$ cat config.mk
export PLATFORM = sky130hd
export DESIGN_NAME = vcdf_div
export DESIGN_NICKNAME = d
export VERILOG_FILES = /design/src/rtl/vcdf_pkg.sv /design/src/rtl/vcdf_div.sv
export SDC_FILE = /design/constraint.sdc
export NUM_CORES = 1
export LEC_CHECK = 0
export ABC_AREA = 0
export ABC_CLOCK_PERIOD_IN_PS = 3300
export BUFFER_PORTS_ARGS = -buffer_cell sky130_fd_sc_hd__buf_2
export CAP_MARGIN = 30
export CELL_PAD_IN_SITES_DETAIL_PLACEMENT = 1
export CELL_PAD_IN_SITES_GLOBAL_PLACEMENT = 2
export CORE_ASPECT_RATIO = 1.2
export CORE_MARGIN = 10
export CORE_UTILIZATION = 34
export CTS_CLUSTER_DIAMETER = 40
export DETAILED_ROUTE_END_ITERATION = 8
export MAX_ROUTING_LAYER = met4
export PLACE_DENSITY_LB_ADDON = 0.2
export SLEW_MARGIN = 5
export SYNTH_ARGS = -nofsm -noshare
export SYNTH_HDL_FRONTEND = slang
export SYNTH_SLANG_ARGS = --single-unit
$ cat constraint.sdc
create_clock -name aclk -period 3.3 [get_ports aclk]
set_clock_uncertainty 0.2 [all_clocks]
set_input_delay 0.66 -clock aclk [delete_from_list [all_inputs] [get_ports aclk]]
set_output_delay 0.66 -clock aclk [all_outputs]
set_load 0.05 [all_outputs]
$ cat src/rtl/vcdf_pkg.sv
// Package for the voxel CDF point sampler: field widths, command codes,
// configuration register indexes and the divider status record.
// Depends on nothing; the core, the divider and the checker import it.
package vcdf_pkg;

    // Widths of the fixed fields of the input, result and configuration words.
    localparam int CNT_W    = 13;
    localparam int EXT_W    = 20;
    localparam int PIN_W    = 24;
    localparam int IDX_W    = 12;
    localparam int JIT_W    = 8;
    localparam int POS_W    = 21;
    localparam int CFG_AW   = 3;
    localparam int CFG_DW   = 20;

    // Magnitude of extent * (2n - count) + count never reaches 2^34.
    localparam int AX_NW    = 34;
    // Divisor of the axis scaling is twice a grid count.
    localparam int AX_DW    = CNT_W + 1;

    localparam logic signed [POS_W+2:0] POS_HI = 24'sd1048575;
    localparam logic signed [POS_W+2:0] POS_LO = -24'sd1048576;

    // Command codes of an input word.
    localparam logic CMD_LOAD   = 1'b0;
    localparam logic CMD_SAMPLE = 1'b1;

    // Configuration register indexes.
    localparam logic [CFG_AW-1:0] REG_GRID_X = 3'd0;
    localparam logic [CFG_AW-1:0] REG_GRID_Y = 3'd1;
    localparam logic [CFG_AW-1:0] REG_GRID_Z = 3'd2;
    localparam logic [CFG_AW-1:0] REG_EXT_X  = 3'd3;
    localparam logic [CFG_AW-1:0] REG_EXT_Y  = 3'd4;
    localparam logic [CFG_AW-1:0] REG_EXT_Z  = 3'd5;

    // Handshake between the sequencer and a divider.
    typedef struct packed {
        logic busy;
        logic done;
    } div_stat_t;

endpackage

$ cat src/rtl/vcdf_div.sv
// Restoring unsigned divider of the voxel CDF point sampler, one quotient
// bit per cycle. Depends on vcdf_pkg for the status record.
module vcdf_div
    import vcdf_pkg::*;
#(
    parameter int NW = 16,
    parameter int DW = 13
) (
    input  logic          aclk,
    input  logic          aresetn,
    input  logic          start,
    input  logic [NW-1:0] dividend,
    input  logic [DW-1:0] divisor,
    output div_stat_t     stat,
    output logic [NW-1:0] quotient,
    output logic [DW-1:0] remainder
);

    localparam int CW = $clog2(NW + 1);

    logic [NW-1:0] quo_reg;
    logic [DW-1:0] rem_reg;
    logic [DW-1:0] div_reg;
    logic [CW-1:0] count_reg;
    logic          busy_reg;
    logic          done_reg;

    logic [DW:0]   trial;
    logic          take;
    logic [DW:0]   diff;

    // One trial subtraction: bring down the next dividend bit.
    always_comb begin
        trial = {rem_reg, quo_reg[NW-1]};
        diff  = trial - {1'b0, div_reg};
        take  = (trial >= {1'b0, div_reg});
    end

    // Iteration control and the shifting quotient register.
    always_ff @(posedge aclk) begin
        if (!aresetn) begin
            busy_reg  <= 1'b0;
            done_reg  <= 1'b0;
            count_reg <= '0;
        end else begin
            done_reg <= 1'b0;
            if (start) begin
                busy_reg  <= 1'b1;
                count_reg <= CW'(NW);
            end else if (busy_reg) begin
                count_reg <= count_reg - 1'b1;
                if (count_reg == CW'(1)) begin
                    busy_reg <= 1'b0;
                    done_reg <= 1'b1;
                end
            end
        end
    end

    // Datapath registers need no reset.
    always_ff @(posedge aclk) begin
        if (start) begin
            quo_reg <= dividend;
            rem_reg <= '0;
            div_reg <= divisor;
        end else if (busy_reg) begin
            quo_reg <= NW'({quo_reg, take});
            rem_reg <= take ? diff[DW-1:0] : trial[DW-1:0];
        end
    end

    assign stat.busy = busy_reg;
    assign stat.done = done_reg;
    assign quotient  = quo_reg;
    assign remainder = rem_reg;

endmodule

==> results_dict.tcl <==
set metrics [dict create \
    synth_seq_cells 49 \
    max_freq_mhz 341 \
    slew_headroom_pct 37.0 \
    dieArea_um2 11700 \
    viasPerCell 5.08 \
    hold_class "flop to flop" \
    final_cell_area_um2 3100 \
    die_h_um 117 \
    hold_viol 0 \
    final_nets 340 \
    cts_root_buf "clkbuf_8" \
    grt.total_usage_pct 12.3 \
    critPathArrivalTime_ps 2960 \
    grt_overflow 0 \
    clkSlewWorstSetupHoldPaths_ps 110 \
    drive_gt1_share_pct 33.1 \
    rsz0062_at_grt "false" \
    die_w_um 100 \
    ctsHoldBuffers 0 \
    cts_tree "built" \
    avgSynthCellArea_um2 11.4 \
    grt_pass1_vias 2271 \
    ys.flop_type "edfxtp_1" \
    grt_pass1_wl_mm 11.5 \
    post-route-period-util_pct 88.8 \
    grt_max_degree 47 \
    syn2layout_area_growth_pct 17.2 \
    port_buffers 62 \
    fin_util_pct 40.7 \
    drv_cap 0 \
    whs_ps 305 \
    worstSetupPathType "flop to flop" \
    peakVddDrop_v 0.000265 \
    gp_congestion 0.748 \
    timing.rr.end "remainder[0]$_SDFFE_PP0P_" \
    synthArstFlopShare_pct 0 \
    r2r_start "quotient[15]$_DFFE_PP_" \
    cts_buffers 5 \
    worstPathRequired_ps 3330 \
    reg2reg_slack_ps 370 \
    start_util_pct 34.7 \
    fin_crit_ps 2930 \
    htree_levels 2 \
    status "finished, final reports clean" \
    slew_viol_final 0 \
    p_total_uw 1630 \
    rows 35 \
    synth_area_um2 2640 \
    core_um2 7620 \
    synth_cell_types 46 \
    yosysSeqAreaShare_pct 48.1 \
    end_kind "flop" \
    first_iter_violations 52 \
    vias 1956 \
    tightest_slew_ps 945 \
    largest_reg_flops 16 \
    leakagePower_uw 0.00135 \
    detail-route-antenna-nets 0 \
    p_per_area_nw_per_um2 526 \
    fillers 885 \
    fin_tns_setup_ps 0 \
    crit_start "quotient[15]$_DFFE_PP_" \
    synth_edf_count 29 \
    post_cts_buffers 0 \
    antenna-diode-count 0 \
    clkLatencyLatePin_ps 310 \
    dr.pass1.iters 4 \
    syn_inst 231 \
    syn_nets 279 \
    postCtsResizedCells 0 \
    placed_cell_area_um2 3000 \
    ios 63 \
    setup_viol 0 \
    antenna_found_initial 0 \
    reg2regPathDepth 10 \
    drc 0 \
    wl_per_cell_um 17.3 \
    wirelength_mm 6.65 \
    path_max_fanout 15 \
    dp.final_hpwl_mm 5.02 \
    ys.warnings.count 0 \
    clkSinkCount 49 \
    crit_path_end "remainder[0]$_SDFFE_PP0P_" \
    cp-start-kind "flop" \
    cts_buffer_depth 2 \
]
-- per-layer routing --
metal | wire length (um) | part of all wire, % | up-vias | global-route usage [%]
met5 | 0 | 0 | - | -
met4 | 48 | 0.72 | 0 | 2.83
met3 | 306 | 4.6 | 4 | 3.20
met2 | 3260 | 49 | 47 | 20.1
met1 | 3040 | 46 | 942 | 15.0
li1 | - | - | 963 | -
-- logic make-up after synthesis --
logic type / count (synthesis) / share of synthesized area (%)
DFF: 49 / 48.1
and+or+nand+nor: 48 / 8.81
adders and majority gates: 16 / 7.86
AOI/OAI and AO/OA: 50 / 14.3
muxes: 25 / 10.4
xor gates and xnor gates: 13 / 4.31
buffers and inverters: 30 / 6.25
-- stage by stage --
stage	setup WS [ps]	instances
2_1_floorplan	209	231
3_3_place_gp	483	377
3_5_place_dp	375	377
4_1_cts	344	385
5_1_grt	210	385
6_report	369	385
-- cell usage in the layout (no fill, tap or decap), types with 2 or more instances in the layout --
cell       count
buf_2         62
edfxtp_1      29
dfxtp_1       20
inv_1         18
nor2_1        16
mux2_2        16
ha_1          15
a211oi_1      12
nand2_1       12
xor2_1         8
mux2i_1        8
a21oi_1        7
a21o_1         6
o21ai_0        5
xnor2_1        5
clkbuf_8       5
buf_4          4
nand4_1        3
o21a_1         3
nor2b_1        3
nand3_1        2
and3_1         2
a31oi_1        2
o2111ai_1      2
o311ai_0       2
o31a_1         2
or3_1          2
a311oi_1       2
nor3_1         2
inv_6          2
-- synth_stat cells (3+ instances only) --
cell / instances / area [um2]
edfxtp_1: 29 / 871
dfxtp_1: 20 / 400
inv_1: 18 / 67.6
mux2_2: 16 / 180
nor2_1: 16 / 60.1
ha_1: 15 / 188
a211oi_1: 12 / 90.1
nand2_1: 12 / 45.0
mux2i_1: 8 / 80.1
xor2_1: 8 / 70.1
a21oi_1: 7 / 35.0
a21o_1: 6 / 45.0
o21ai_0: 5 / 25.0
xnor2_1: 5 / 43.8
buf_6: 4 / 45.0
buf_4: 3 / 22.5
nand4_1: 3 / 18.8
nor2b_1: 3 / 18.8
o21a_1: 3 / 22.5
-- area by class of cell --
class / count / area, um2 / share of cell area, %
Sequential cell: 49 / 1270 / 41.0
Multi-Input combinational cell: 152 / 1210 / 38.9
Timing Repair Buffer: 66 / 340 / 11.0
Tap cell: 92 / 115 / 3.72
Clock buffer: 5 / 68.8 / 2.22
Inverter: 18 / 67.6 / 2.18
Clock inverter: 3 / 28.8 / 0.929
-- critical path, cell delays in order, from the launching register on --
cell and delay, ps:
edfxtp_1 360, inv_1 60, ha_1 200, inv_1 80, fa_1 210, a21o_2 160
a221oi_2 60, and2_4 160, o31ai_4 800, mux2_4 350, a211oi_1 210
-- how the worst min path moves through the flow --
stage	slack (ps)	startpoint	end	depth (start not counted)
finish	310	remainder[2]$_SDFFE_PP0P_	remainder[2]$_SDFFE_PP0P_	2
global route	310	divisor[0]	div_reg[0]$_DFFE_PP_	1
floorplan	270	count_reg[1]$_SDFFE_PP0P_	count_reg[1]$_SDFFE_PP0P_	2
CTS	310	divisor[2]	div_reg[2]$_DFFE_PP_	1
global placement	290	count_reg[1]$_SDFFE_PP0P_	count_reg[1]$_SDFFE_PP0P_	2
detailed placement	300	remainder[2]$_SDFFE_PP0P_	remainder[2]$_SDFFE_PP0P_	2
-- where the power goes --
part           switching [uW]  total, uW  internal, uW  leakage (uW)
sequential               35.7        743           708      0.000453
clock                     240        401           161     0.0000511
combinational             314        484           171      0.000842
(Power assumes the default switching activity.)
